===== src/rtl/mspt_pkg.sv =====
// mspt_pkg: constants, opcodes and record types of the timer slot bank
// depends on nothing; used by multi_slot_periodic_timer_bank_core
`default_nettype none

package mspt_pkg;

  // bank sizing
  localparam int unsigned TIMER_SLOTS  = 16;
  localparam int unsigned COUNT_WIDTH  = 16;
  localparam int unsigned BANK_DEPTH   = 16;
  localparam int unsigned USABLE_SLOTS = (TIMER_SLOTS < BANK_DEPTH) ? TIMER_SLOTS : BANK_DEPTH;
  localparam int unsigned ADDR_W       = (USABLE_SLOTS > 1) ? $clog2(USABLE_SLOTS) : 1;
  localparam int unsigned CNT_W        = $clog2(USABLE_SLOTS + 1);

  // fixed field widths
  localparam int unsigned SLOT_W = 4;
  localparam int unsigned TAG_W  = 16;
  localparam int unsigned OUT_W  = 16;

  typedef enum logic [1:0] {
    OP_TICK   = 2'd0,
    OP_SETUP  = 2'd1,
    OP_REMOVE = 2'd2,
    OP_QUERY  = 2'd3
  } opcode_e;

  localparam logic KIND_FIRE  = 1'b0;
  localparam logic KIND_QUERY = 1'b1;

  // one memory word per slot
  typedef struct packed {
    logic [COUNT_WIDTH-1:0] count;
    logic [COUNT_WIDTH-1:0] period;
    logic [TAG_W-1:0]       tag;
    logic                   rep;
    logic                   en;
    logic                   elapsed;
  } slot_t;

  // one result transaction, without the last flag
  typedef struct packed {
    logic              kind;
    logic [SLOT_W-1:0] slot;
    logic [TAG_W-1:0]  tag;
    logic              en;
    logic              elapsed;
    logic [OUT_W-1:0]  count;
  } result_t;

endpackage

`default_nettype wire


===== src/rtl/multi_slot_periodic_timer_bank_core.sv =====
// multi_slot_periodic_timer_bank_core: bank of periodic timer slots kept in one memory
// depends on mspt_pkg
//
// Usage: one input channel (valid/ready) carries commands: tick, set up a slot,
// unregister a slot, query a slot. One output channel (valid/ready) carries fire
// events (kind 0) and query replies (kind 1); last marks the final result of a command.
// Slot state (count, period, tag, repeat, enable, elapsed) sits in a synchronous
// memory with a registered read; registered and written flags are flip-flops.
// Set up and unregister give no result.
// A query reads the memory, then the reply loads the output register once it is free.
// A tick sweeps the slots one per cycle, unless a stall holds the sweep, through a
// read-modify-write pipeline: the command is accepted, each slot is read from memory,
// evaluated and written back, then the sweep finishes the last slot and leaves for
// the drain state, which hands over the held event.
// Fire events are held back one place so the final one can carry last; a stalled
// receiver stalls the sweep only when a second fire event needs the output register.
// A new command is taken once the previous one is done, even while a result waits.
// Reset: no slot registered, every entry reads as zero until first set up; no
// clearing pass is needed, the memory is usable straight after reset.
`default_nettype none

module multi_slot_periodic_timer_bank_core (
  input  wire logic                      clk_i,
  input  wire logic                      rst_ni,
  input  wire logic                      in_valid_i,
  output logic                           in_ready_o,
  input  wire logic [1:0]                opcode_i,
  input  wire logic [3:0]                slot_i,
  input  wire logic [15:0]               period_value_i,
  input  wire logic                      repeat_mode_i,
  input  wire logic                      start_enabled_i,
  input  wire logic signed [15:0]        user_tag_i,
  output logic                           out_valid_o,
  input  wire logic                      out_ready_i,
  output logic                           kind_o,
  output logic [3:0]                     slot_index_o,
  output logic signed [15:0]             tag_out_o,
  output logic                           is_enabled_o,
  output logic                           has_elapsed_o,
  output logic [15:0]                    count_now_o,
  output logic                           last_o
);

  localparam int unsigned AW = mspt_pkg::ADDR_W;
  localparam int unsigned CW = mspt_pkg::CNT_W;
  localparam int unsigned NW = mspt_pkg::COUNT_WIDTH;
  localparam int unsigned US = mspt_pkg::USABLE_SLOTS;

  typedef enum logic [1:0] {
    ST_IDLE,
    ST_QRY,
    ST_TICK,
    ST_DRAIN
  } state_e;

  state_e state_q;

  // slot memory and its read register
  mspt_pkg::slot_t mem [US];
  mspt_pkg::slot_t rd_q;
  logic            rd_wr_q;

  // flip-flop flags per slot
  logic [US-1:0] reg_q;
  logic [US-1:0] wr_q;

  // sweep pipeline
  logic [CW-1:0] issue_q;
  logic          proc_v_q;
  logic [AW-1:0] proc_idx_q;

  // held fire event and output register
  logic              pend_v_q;
  mspt_pkg::result_t pend_q;
  logic              out_v_q;
  mspt_pkg::result_t out_q;
  logic              out_last_q;

  // query context
  logic [3:0] q_slot_q;
  logic       q_inr_q;

  // input decode
  logic          in_acc;
  logic          in_range;
  logic [AW-1:0] in_addr;
  mspt_pkg::opcode_e op;

  assign in_ready_o = (state_q == ST_IDLE);
  assign in_acc     = in_valid_i && in_ready_o;
  assign op         = mspt_pkg::opcode_e'(opcode_i);
  assign in_range   = (32'(slot_i) < US);
  assign in_addr    = slot_i[AW-1:0];

  // output register is free this cycle
  logic out_free;
  assign out_free = !out_v_q || out_ready_i;

  // slot evaluation in the processing stage
  logic              active;
  logic              below;
  logic              fire;
  logic              stall;
  logic              adv;
  logic              issue_go;
  mspt_pkg::slot_t   upd;
  mspt_pkg::result_t fire_res;
  logic [31:0]       cnt_ext;

  always_comb begin
    active = proc_v_q && reg_q[proc_idx_q] && rd_q.en;
    below  = rd_q.count < rd_q.period;
    fire   = active && !below;
    stall  = fire && pend_v_q && !out_free;
    adv    = !proc_v_q || !stall;
    issue_go = (state_q == ST_TICK) && adv && (issue_q != CW'(US));

    upd = rd_q;
    if (below) begin
      upd.count = rd_q.count + NW'(1);
    end else begin
      upd.count   = '0;
      upd.elapsed = 1'b1;
      upd.en      = rd_q.rep;
    end

    fire_res.kind    = mspt_pkg::KIND_FIRE;
    fire_res.slot    = 4'(proc_idx_q);
    fire_res.tag     = rd_q.tag;
    fire_res.en      = rd_q.rep;
    fire_res.elapsed = 1'b1;
    fire_res.count   = '0;
    cnt_ext = 32'(rd_q.count);
  end

  // output register loads a new transaction this cycle
  logic out_load;
  assign out_load = ((state_q == ST_QRY) && out_free) ||
                    ((state_q == ST_TICK) && fire && !stall && pend_v_q) ||
                    ((state_q == ST_DRAIN) && pend_v_q && out_free);

  // memory write port: set up or sweep write-back
  logic            mem_we;
  logic [AW-1:0]   mem_waddr;
  mspt_pkg::slot_t mem_wdata;
  logic            mem_re;
  logic [AW-1:0]   mem_raddr;

  always_comb begin
    mem_we    = 1'b0;
    mem_waddr = in_addr;
    mem_wdata.count   = '0;
    mem_wdata.period  = NW'(period_value_i);
    mem_wdata.tag     = user_tag_i;
    mem_wdata.rep     = repeat_mode_i;
    mem_wdata.en      = start_enabled_i;
    mem_wdata.elapsed = 1'b0;
    if (in_acc && op == mspt_pkg::OP_SETUP && in_range) begin
      mem_we = 1'b1;
    end else if (active && !stall) begin
      mem_we    = 1'b1;
      mem_waddr = proc_idx_q;
      mem_wdata = upd;
    end
    mem_re    = issue_go || (in_acc && op == mspt_pkg::OP_QUERY && in_range);
    mem_raddr = issue_go ? issue_q[AW-1:0] : in_addr;
  end

  // slot memory, one write and one registered read per cycle
  always_ff @(posedge clk_i) begin
    if (mem_we) begin
      mem[mem_waddr] <= mem_wdata;
    end
    if (mem_re) begin
      rd_q    <= mem[mem_raddr];
      rd_wr_q <= wr_q[mem_raddr];
    end
  end

  // payload registers
  always_ff @(posedge clk_i) begin
    if (in_acc) begin
      q_slot_q <= slot_i;
      q_inr_q  <= in_range;
    end
    if (issue_go) begin
      proc_idx_q <= issue_q[AW-1:0];
    end
    if (fire && !stall) begin
      pend_q <= fire_res;
    end
  end

  // control state machine and output register
  always_ff @(posedge clk_i or negedge rst_ni) begin
    if (!rst_ni) begin
      state_q    <= ST_IDLE;
      reg_q      <= '0;
      wr_q       <= '0;
      issue_q    <= '0;
      proc_v_q   <= 1'b0;
      pend_v_q   <= 1'b0;
      out_v_q    <= 1'b0;
      out_q      <= '0;
      out_last_q <= 1'b0;
    end else begin
      // output valid: set on a load, cleared once the transaction is taken
      if (out_load) begin
        out_v_q <= 1'b1;
      end else if (out_ready_i) begin
        out_v_q <= 1'b0;
      end
      unique case (state_q)
        ST_IDLE: begin
          if (in_acc) begin
            unique case (op)
              mspt_pkg::OP_TICK: begin
                state_q <= ST_TICK;
                issue_q <= '0;
              end
              mspt_pkg::OP_SETUP: begin
                if (in_range) begin
                  reg_q[in_addr] <= 1'b1;
                  wr_q[in_addr]  <= 1'b1;
                end
              end
              mspt_pkg::OP_REMOVE: begin
                if (in_range) begin
                  reg_q[in_addr] <= 1'b0;
                end
              end
              mspt_pkg::OP_QUERY: begin
                state_q <= ST_QRY;
              end
              default: begin
                state_q <= ST_IDLE;
              end
            endcase
          end
        end
        ST_QRY: begin
          if (out_free) begin
            out_last_q    <= 1'b1;
            out_q.kind    <= mspt_pkg::KIND_QUERY;
            out_q.slot    <= q_slot_q;
            if (q_inr_q && rd_wr_q) begin
              out_q.tag     <= rd_q.tag;
              out_q.en      <= rd_q.en;
              out_q.elapsed <= rd_q.elapsed;
              out_q.count   <= cnt_ext[15:0];
            end else begin
              out_q.tag     <= '0;
              out_q.en      <= 1'b0;
              out_q.elapsed <= 1'b0;
              out_q.count   <= '0;
            end
            state_q <= ST_IDLE;
          end
        end
        ST_TICK: begin
          // held event moves out when a newer fire event replaces it
          if (fire && !stall) begin
            pend_v_q <= 1'b1;
            if (pend_v_q) begin
              out_q      <= pend_q;
              out_last_q <= 1'b0;
            end
          end
          if (adv) begin
            proc_v_q <= issue_go;
          end
          if (issue_go) begin
            issue_q <= issue_q + CW'(1);
          end
          if (issue_q == CW'(US) && !proc_v_q) begin
            state_q <= ST_DRAIN;
          end
        end
        ST_DRAIN: begin
          // final fire event of the tick carries last
          if (!pend_v_q) begin
            state_q <= ST_IDLE;
          end else if (out_free) begin
            out_q      <= pend_q;
            out_last_q <= 1'b1;
            pend_v_q   <= 1'b0;
            state_q    <= ST_IDLE;
          end
        end
        default: begin
          state_q <= ST_IDLE;
        end
      endcase
    end
  end

  // output ports
  assign out_valid_o   = out_v_q;
  assign kind_o        = out_q.kind;
  assign slot_index_o  = out_q.slot;
  assign tag_out_o     = out_q.tag;
  assign is_enabled_o  = out_q.en;
  assign has_elapsed_o = out_q.elapsed;
  assign count_now_o   = out_q.count;
  assign last_o        = out_last_q;

  // no sweep work in flight while commands are taken
  assert property (@(posedge clk_i) disable iff (!rst_ni) in_ready_o |-> !proc_v_q && !pend_v_q)
    else $error("sweep state left over in idle");

  // a query reply is always the final result of its command
  assert property (@(posedge clk_i) disable iff (!rst_ni)
    out_valid_o && (kind_o == mspt_pkg::KIND_QUERY) |-> last_o)
    else $error("query reply without last");

  // a stalled slot must not be written back
  assert property (@(posedge clk_i) disable iff (!rst_ni) stall |-> !mem_we)
    else $error("write-back during stall");

  // a stalled processing stage keeps its slot for the next cycle
  assert property (@(posedge clk_i) disable iff (!rst_ni)
    stall |=> proc_v_q && $stable(proc_idx_q))
    else $error("processing stage lost its slot");

endmodule

`default_nettype wire

===== config.mk =====
export PLATFORM = sky130hd
export DESIGN_NAME = multi_slot_periodic_timer_bank_core
export DESIGN_NICKNAME = d
export VERILOG_FILES = /design/src/rtl/mspt_pkg.sv /design/src/rtl/multi_slot_periodic_timer_bank_core.sv
export SDC_FILE = /design/constraint.sdc
export NUM_CORES = 1
export LEC_CHECK = 0
export ABC_AREA = 1
export BUFFER_PORTS_ARGS = -buffer_cell sky130_fd_sc_hd__buf_4
export CAP_MARGIN = 5
export CORE_MARGIN = 2
export CORE_UTILIZATION = 65
export DETAILED_ROUTE_END_ITERATION = 8
export GPL_TIMING_DRIVEN = 1
export PLACE_DENSITY = 0.82
export REMOVE_ABC_BUFFERS = 1
export SLEW_MARGIN = 20
export SYNTH_ARGS = -nofsm -noshare
export SYNTH_HDL_FRONTEND = slang
export SYNTH_SLANG_ARGS = --single-unit

===== constraint.sdc =====
create_clock -name clk_i -period 13.8 [get_ports clk_i]
set_input_delay 1.38 -clock clk_i [delete_from_list [all_inputs] [get_ports clk_i]]
set_output_delay 1.38 -clock clk_i [all_outputs]
set_load 0.01 [all_outputs]

==> reports/qor.txt, run 1 <==
Startpoint Class: flip-flop
Number of nets in the layout: 4,177
Filler Cells Inserted: 4,204
Hold Crit Class: reg2reg
Total Die Area: 68,600 µm²
Avg Inst Size Synth: 10.6 µm²
Register share of total power: 0.376
Clock-pin slew on the worst setup and hold paths: 0.07 ns
Number of hold-slack violations in the final timing report: 0
Core outline area: 65,900 µm²
Leak Pwr: 19.9 nW
Most common library cell in the layout ignoring fill and taps: sky130_fd_sc_hd__edfxtp_1
Vias: 30.6k
Origin of the worst min-delay path: wr_q[6]$_DFFE_PN0P_
Data arrival at the endpoint of the critical path: 6.47 ns
Antenna violations before repair: 0
MaxCap Viol Count: 0
Boundary Pins: 86
Slowest cell on the critical path: sky130_fd_sc_hd__buf_4
Clock tree from TritonCTS: built
Pin count of the biggest net entering global routing: 173
Number of buffers created by CTS: 94
Endpoint type of the worst setup path: flip-flop
Tmin final: 6.08 ns
CP max FO: 88
Delay of the slowest critical-path stage: 0.88 ns
Clock tree buffer depth: 3
Portion of total power attributed to the clock network: 0.247
Reg-to-reg setup timing slack: 7.72 ns
Data required time at the worst endpoint: 14.19 ns
Met3 wire len: 15,200 µm
Final sum of negative setup slack: 0 ns
Sum of met2 wire segment lengths after detailed routing: 53,600 µm
Synth Cell Area: 43,300 µm²
Highest Clock Rate: 164 MHz
Number of buffers and inverters on the critical path: 3
CTS-repair resized insts: 0
Wire length of the first global-routing pass: 171,000 µm
Most used cells in the layout excluding fill and tap cells: sky130_fd_sc_hd__edfxtp_1 (897), sky130_fd_sc_hd__nand3_1 (853), sky130_fd_sc_hd__nand2_1 (794), sky130_fd_sc_hd__inv_1 (763), sky130_fd_sc_hd__nand3b_1 (154)
Switching power summed over all nets: 0.00422 W
Share of cells above drive strength 1: 0.0819
Final wirelength: 114,000 µm
Source-to-sink clock delay at the later pin of the worst-skew pair: 0.66 ns
Number of synthesized flops with an enable pin: 897
Number of distinct library cell variants in the gate-level netlist after synthesis: 38
Kind of cell adding the most delay to the critical path: simple AND/OR/NAND/NOR gates
Highest layer used for signal routing: met4
Post-synth top flop: sky130_fd_sc_hd__edfxtp_1
Port Buffer Count: 85
Sum of routed wire segments on met1: 40,200 µm
Run status: finished clean
Stages on worst setup path: 20
Final worst-path cycle share: 0.441
Number of max-slew violations in the final report: 0
Total overflow reported by the global router: 0
Worst path most repeated cell: sky130_fd_sc_hd__nand2_1
Ordered cell list for the critical path: ha_1 -> nand2_1 -> inv_1 -> nand2_1 -> nand2_1 -> nand2_1 -> nand2_1 -> nand2_1 -> nand2_1 -> nand3_2 -> nand3_4 -> nand2_8 -> nand2_4 -> buf_4 -> buf_4 -> nand2_1 -> nand3_1 -> nand3_1 -> nand3_1 -> nand2_1
Worst hold slack across all endpoints: 0.458 ns
Combinational Power Share: 0.377
Post-detail-place hpwl: 54,800 µm
Maximum vdd drop: 0.520 mV
Setup repair after global routing missed its margin: no
Per-cell routed wire length: 22.6 µm
Reg-to-reg critical path startpoint: cnt_ext[3]$_DFFE_PP_
Post-synthesis register bit count: 979
Antenna Violating Nets Remaining: 0
Number of global-route vias before repair: 29.9k
Starting density of the core: 0.657
DRC violations left: 0
Power per standard cell area: 224 nW/µm²
Gr usage total: 0.334
Sequential cell area fraction in the yosys report: 0.670
Worst slew slack as a fraction of its limit: 0.196
CTS Root Cell: sky130_fd_sc_hd__clkbuf_16
Layout Skew: 0.0264 ns
R2R cell count: 20
Destination of the critical timing path: rd_q[32]$_DFFE_PP_
FFs w/ async S/R, synth: 0.0838
Count of hold buffers inserted by post-cts repair: 0
CTS H-tree lvls: 3
TritonCTS Sinks: 979
Iter 0 DRT Violations: 4,373
Switching fraction of total power: 0.394
Internal power: 0.00650 W
Timing startpoint of the critical path: cnt_ext[3]$_DFFE_PP_
Relative area change from synthesis to final layout: 10.5%
Total inserted antenna cells: 0
Crit Path Class: reg2reg
Count of warnings emitted by yosys: 0
End of the worst register-to-register path: rd_q[32]$_DFFE_PP_
Router iterations before antenna repair: 6
Die Y: 262 µm
Gate count of the mapped netlist: 4,086
Via count normalized by instance count: 6.06
Number of post-CTS setup repair buffers: 0
Chip width: 262 µm
Actual transition at the worst max-transition pin: 1.21 ns
Final GP Congestion: 0.818
Final setup violation count: 0
Cell Rows: 94
stage by stage:
| stage | power (W) | utilization | setup WS (ns) | area [µm²] | std cells |
|---|---|---|---|---|---|
| 3_3_place_gp | 0.00782 | 0.677 | 8.05 | 44600 | 4877 |
| 2_1_floorplan | 0.00695 | - | 1.61 | 42100 | 3863 |
| 5_1_grt | 0.0112 | 0.726 | 7.51 | 47800 | 5054 |
| 6_report | 0.0107 | 0.726 | 7.72 | 47800 | 5054 |
| 3_5_place_dp | 0.00796 | 0.677 | 7.84 | 44600 | 4878 |
| 4_1_cts | 0.0106 | 0.725 | 7.97 | 47800 | 5053 |
power groups by stage:
stage | registers [W] | logic (W) | clock network, W
2_1_floorplan | 0.00406 | 0.00289 | 0
3_3_place_gp | 0.00408 | 0.00375 | 0
3_5_place_dp | 0.00408 | 0.00388 | 0
4_1_cts | 0.00403 | 0.00394 | 0.00265
5_1_grt | 0.00406 | 0.00434 | 0.00276
6_report | 0.00403 | 0.00404 | 0.00265
area by class of cell:
cell class / count / area (µm²) / area share
sequential: 979 / 29000 / 0.606
tap: 864 / 1080 / 0.0226
inverter: 767 / 2880 / 0.0603
clock inverter: 57 / 626 / 0.0131
clock buffer: 118 / 2530 / 0.0530
multi-input combinational: 2117 / 10500 / 0.219
timing repair buffer: 152 / 1210 / 0.0254
sequential cells by signal, summed over array words and instances (netlist names), named ones only:
register / cells
mem: 816
pend_q: 21
rd_q: 18
fire_res: 17
cnt_ext: 16
count_now_o: 16
tag_out_o: 16
wr_q: 16
issue_q: 5
proc_idx_q: 4
q_slot_q: 4
slot_index_o: 4
state_q: 2
has_elapsed_o: 1
is_enabled_o: 1
kind_o: 1
last_o: 1
out_valid_o: 1
pend_v_q: 1
proc_v_q: 1
rd_wr_q: 1
tightest hold or removal path: stages, from the launching register on:
cell and delay [ns]:
sky130_fd_sc_hd__dfrtp_1 0.32, sky130_fd_sc_hd__inv_1 0.05, sky130_fd_sc_hd__o31ai_1 0.06
cell usage after synthesis (17+ instances only):
cell type                  instances  area share
sky130_fd_sc_hd__inv_1           764       0.066
sky130_fd_sc_hd__mux2_2           17      0.0044
sky130_fd_sc_hd__edfxtp_1        897        0.62
sky130_fd_sc_hd__dfrtp_1          82       0.047
sky130_fd_sc_hd__a21oi_1          31      0.0036
sky130_fd_sc_hd__ha_1             22      0.0064
sky130_fd_sc_hd__nand2_1         798       0.069
sky130_fd_sc_hd__nand3_1         853       0.099
sky130_fd_sc_hd__buf_1            21      0.0018
sky130_fd_sc_hd__a31oi_1          25      0.0036
sky130_fd_sc_hd__o21ai_0          54      0.0062
sky130_fd_sc_hd__nand3b_1        154       0.027
sky130_fd_sc_hd__buf_2           108       0.012
sky130_fd_sc_hd__nor2_1          110      0.0095
sky130_fd_sc_hd__clkbuf_1         70      0.0061
cell families after synthesis:
logic type,after synthesis,share of synthesized area
flip-flops,979,0.670
AO/OA/AOI/OAI,136,0.0180
buffers and inverters,990,0.0923
AND/OR/NAND/NOR,1937,0.208
XOR/XNOR,5,0.00101
multiplexers,17,0.00443
adder cells (fa/ha/maj),22,0.00636
worst min-delay path by stage:
stage,to,slack [ns],cells after the start
6_report,wr_q[6]$_DFFE_PN0P_,0.46,2
5_1_grt,wr_q[10]$_DFFE_PN0P_,0.47,2
4_1_cts,wr_q[10]$_DFFE_PN0P_,0.46,2
3_5_place_dp,wr_q[10]$_DFFE_PN0P_,0.44,2
3_3_place_gp,wr_q[9]$_DFFE_PN0P_,0.44,2
2_1_floorplan,wr_q[10]$_DFFE_PN0P_,0.42,2
routing by layer:
layer	up-vias	GRT usage
met2	2236	0.539
met4	0	0.157
met1	14415	0.442
li1	13610	-
met5	-	0
met3	379	0.0672
(Power assumes the default switching activity.)
==> run 2, diff against run 1 <==
--- a/config.mk
+++ b/config.mk
@@ -9,10 +9,10 @@
 export BUFFER_PORTS_ARGS = -buffer_cell sky130_fd_sc_hd__buf_4
 export CAP_MARGIN = 5
 export CORE_MARGIN = 2
-export CORE_UTILIZATION = 65
+export CORE_UTILIZATION = 57
 export DETAILED_ROUTE_END_ITERATION = 8
 export GPL_TIMING_DRIVEN = 1
-export PLACE_DENSITY = 0.82
+export PLACE_DENSITY = 0.76
 export REMOVE_ABC_BUFFERS = 1
 export SLEW_MARGIN = 20
 export SYNTH_ARGS = -nofsm -noshare
==> constraint.sdc (replaced) <==
create_clock -name clk_i -period 5.56 [get_ports clk_i]
set_input_delay 0.556 -clock clk_i [delete_from_list [all_inputs] [get_ports clk_i]]
set_output_delay 0.556 -clock clk_i [all_outputs]
set_load 0.01 [all_outputs]
==> run 2 against run 1 <==
Effect of this change: clock-buffer cell count rose by 23; die area rose by 14%; flip-flop and latch count did not move; core utilization fell by 8.7 points; combinational power rose to 2.5 times the previous value; cell count rose by 2.8%; clock skew rose by 0.010 ns; clock power rose by 140%; sequential power rose by 150%; critical path depth fell by 1; cell area rose by 0.96%; fmax rose by 36%; largest cell class unchanged; largest power group unchanged.
==> reports/qor.txt, run 2 (synthesis results as in run 1) <==
Run status: finished clean
MaxCap Viol Count: 0
Share of cells above drive strength 1: 0.0856
Port Buffer Count: 85
Ordered cell list for the critical path: ha_1 -> nand2_1 -> inv_1 -> nand2_1 -> nand2_1 -> nand2_1 -> nand2_1 -> nand2_1 -> nand2_1 -> nand3_2 -> nand3_4 -> nand2_8 -> nand2_4 -> buf_12 -> nand2_1 -> nand3_1 -> nand3_1 -> nand3_1 -> nand2_1
Crit Path Class: reg2reg
Total power draw: 0.0268 W
Worst path most repeated cell: sky130_fd_sc_hd__nand2_1
DRC violations left: 0
Relative area change from synthesis to final layout: 11.6%
Switching fraction of total power: 0.397
Final wirelength: 117,000 µm
Register name with the most flops: mem
Combinational Power Share: 0.384
Number of max-slew violations in the final report: 0
Via count normalized by instance count: 5.87
Source-to-sink clock delay at the later pin of the worst-skew pair: 0.67 ns
Placement Cell Area: 45,100 µm²
Portion of total power attributed to the clock network: 0.242
Hold Crit Class: in2reg
Number of hold-slack violations in the final timing report: 0
Clock tree buffer depth: 3
Pin count of the biggest net entering global routing: 132
Core outline area: 75,600 µm²
TritonCTS Sinks: 979
Delay of the slowest critical-path stage: 0.57 ns
Final sum of negative setup slack: 0 ns
Flip-flop count of the largest register, all copies and words added: 816
Number of nets in the layout: 4,200
Power per standard cell area: 554 nW/µm²
Switching power summed over all nets: 0.0106 W
Per-cell routed wire length: 22.5 µm
Total overflow reported by the global router: 0
Antenna Violating Nets Remaining: 0
Wire length of the first global-routing pass: 176,000 µm
Worst hold slack across all endpoints: 0.155 ns
Gr usage total: 0.301
Tmin final: 4.47 ns
Highest Clock Rate: 224 MHz
Area taken by multi-input logic gates: 10,500 µm²
Filler Cells Inserted: 5,621
Chip width: 279 µm
Setup repair after global routing missed its margin: no
Sequential cell area: 29,000 µm²
Final GP Congestion: 0.899
Data arrival at the endpoint of the critical path: 4.85 ns
Number of buffers created by CTS: 97
Slowest cell on the critical path: sky130_fd_sc_hd__nand2_4
Clock tree from TritonCTS: built
Vias: 30.5k
Clock-pin slew on the worst setup and hold paths: 0.06 ns
Starting density of the core: 0.572
Iter 0 DRT Violations: 4,184
Post-detail-place hpwl: 59,400 µm
Number of global-route vias before repair: 29.5k
Internal power: 0.0161 W
Antenna violations before repair: 1
Total inserted antenna cells: 0
Boundary Pins: 86
Die Y: 279 µm
Final setup violation count: 0
Startpoint Class: flip-flop
Maximum vdd drop: 0.613 mV
Router iterations before antenna repair: 6
CTS H-tree lvls: 3
Most used cells in the layout excluding fill and tap cells: sky130_fd_sc_hd__edfxtp_1 (897), sky130_fd_sc_hd__nand3_1 (853), sky130_fd_sc_hd__nand2_1 (793), sky130_fd_sc_hd__inv_1 (763), sky130_fd_sc_hd__nand3b_1 (154)
Final design instance area without fill: 48,300 µm²
Data required time at the worst endpoint: 5.95 ns
Most common library cell in the layout ignoring fill and taps: sky130_fd_sc_hd__edfxtp_1
Total Die Area: 78,100 µm²
Leak Pwr: 20.1 nW
CTS Root Cell: sky130_fd_sc_hd__clkbuf_16
Cell Rows: 101
Number of post-CTS setup repair buffers: 0
CP max FO: 100
Register share of total power: 0.373
Endpoint type of the worst setup path: flip-flop
Actual transition at the worst max-transition pin: 1.08 ns
Worst slew slack as a fraction of its limit: 0.280
Layout Skew: 0.0366 ns
Final worst-path cycle share: 0.804
Registers with the highest flip-flop counts: mem x816, pend_q x21, rd_q x18
==> run 2: per-stage QoR <==
step	setup WS, ns	cells	util
finish	1.09	5194	0.639
global route	0.952	5194	0.639
CTS	1.22	5194	0.639
detailed placement	1.33	5012	0.597
global placement	1.27	5012	0.597
floorplan	-6.45	3863	-
==> run 2: what timing repair did <==
item,in CTS,in global routing
endpoints found under the hold margin,38,0
hold buffers,1,0
resized for setup,0,0
==> run 2: per-layer routing <==
metal	global-route usage	wire length [µm]	up-vias
met5	0	0	-
met2	0.485	54900	1954
met1	0.411	43800	14556
li1	-	-	13668
met3	0.0523	13900	308
met4	0.118	4430	0
==> run 2: power groups by stage <==
stage | Combinational (W) | Sequential [W] | Clock, W
2_1_floorplan | 0.00694 | 0.0101 | 0
3_3_place_gp | 0.00980 | 0.0101 | 0
3_5_place_dp | 0.0100 | 0.0101 | 0
4_1_cts | 0.0101 | 0.00998 | 0.00651
5_1_grt | 0.0111 | 0.0101 | 0.00682
6_report | 0.0103 | 0.00999 | 0.00648
==> run 2: layout make-up <==
class                      count  area share
clock buffer                 141      0.0582
multi-input combinational   2117       0.217
inverter                     767      0.0597
timing repair buffer         172      0.0320
tap                          978      0.0253
sequential                   979       0.601
clock inverter                40     0.00684
==> run 2: final timing paths <==
kind	from	end	slack, ns	cells after the start
hold / removal	slot_i[1]	q_slot_q[1]$_DFFE_PP_	0.16	1
setup / recovery	cnt_ext[3]$_DFFE_PP_	cnt_ext[6]$_DFFE_PP_	1.09	19
min in group asynchronous	rst_ni	out_valid_o$_DFFE_PN0P_	0.39	2
setup reg to reg	cnt_ext[3]$_DFFE_PP_	cnt_ext[6]$_DFFE_PP_	1.09	19
hold reg to reg	fire_res[17]$_DFFE_PP_	pend_q[17]$_DFFE_PP_	0.45	0
max in group asynchronous	rst_ni	count_now_o[13]$_DFFE_PN0P_	3.97	3
==> run 2: critical path, delay by kind of cell, from the launching register on <==
family / cells / cell delay, ns
fa+ha+maj: 1 / 0.35
buf+inv: 2 / 0.47
flops: 1 / 0.48
simple gates: 16 / 2.69
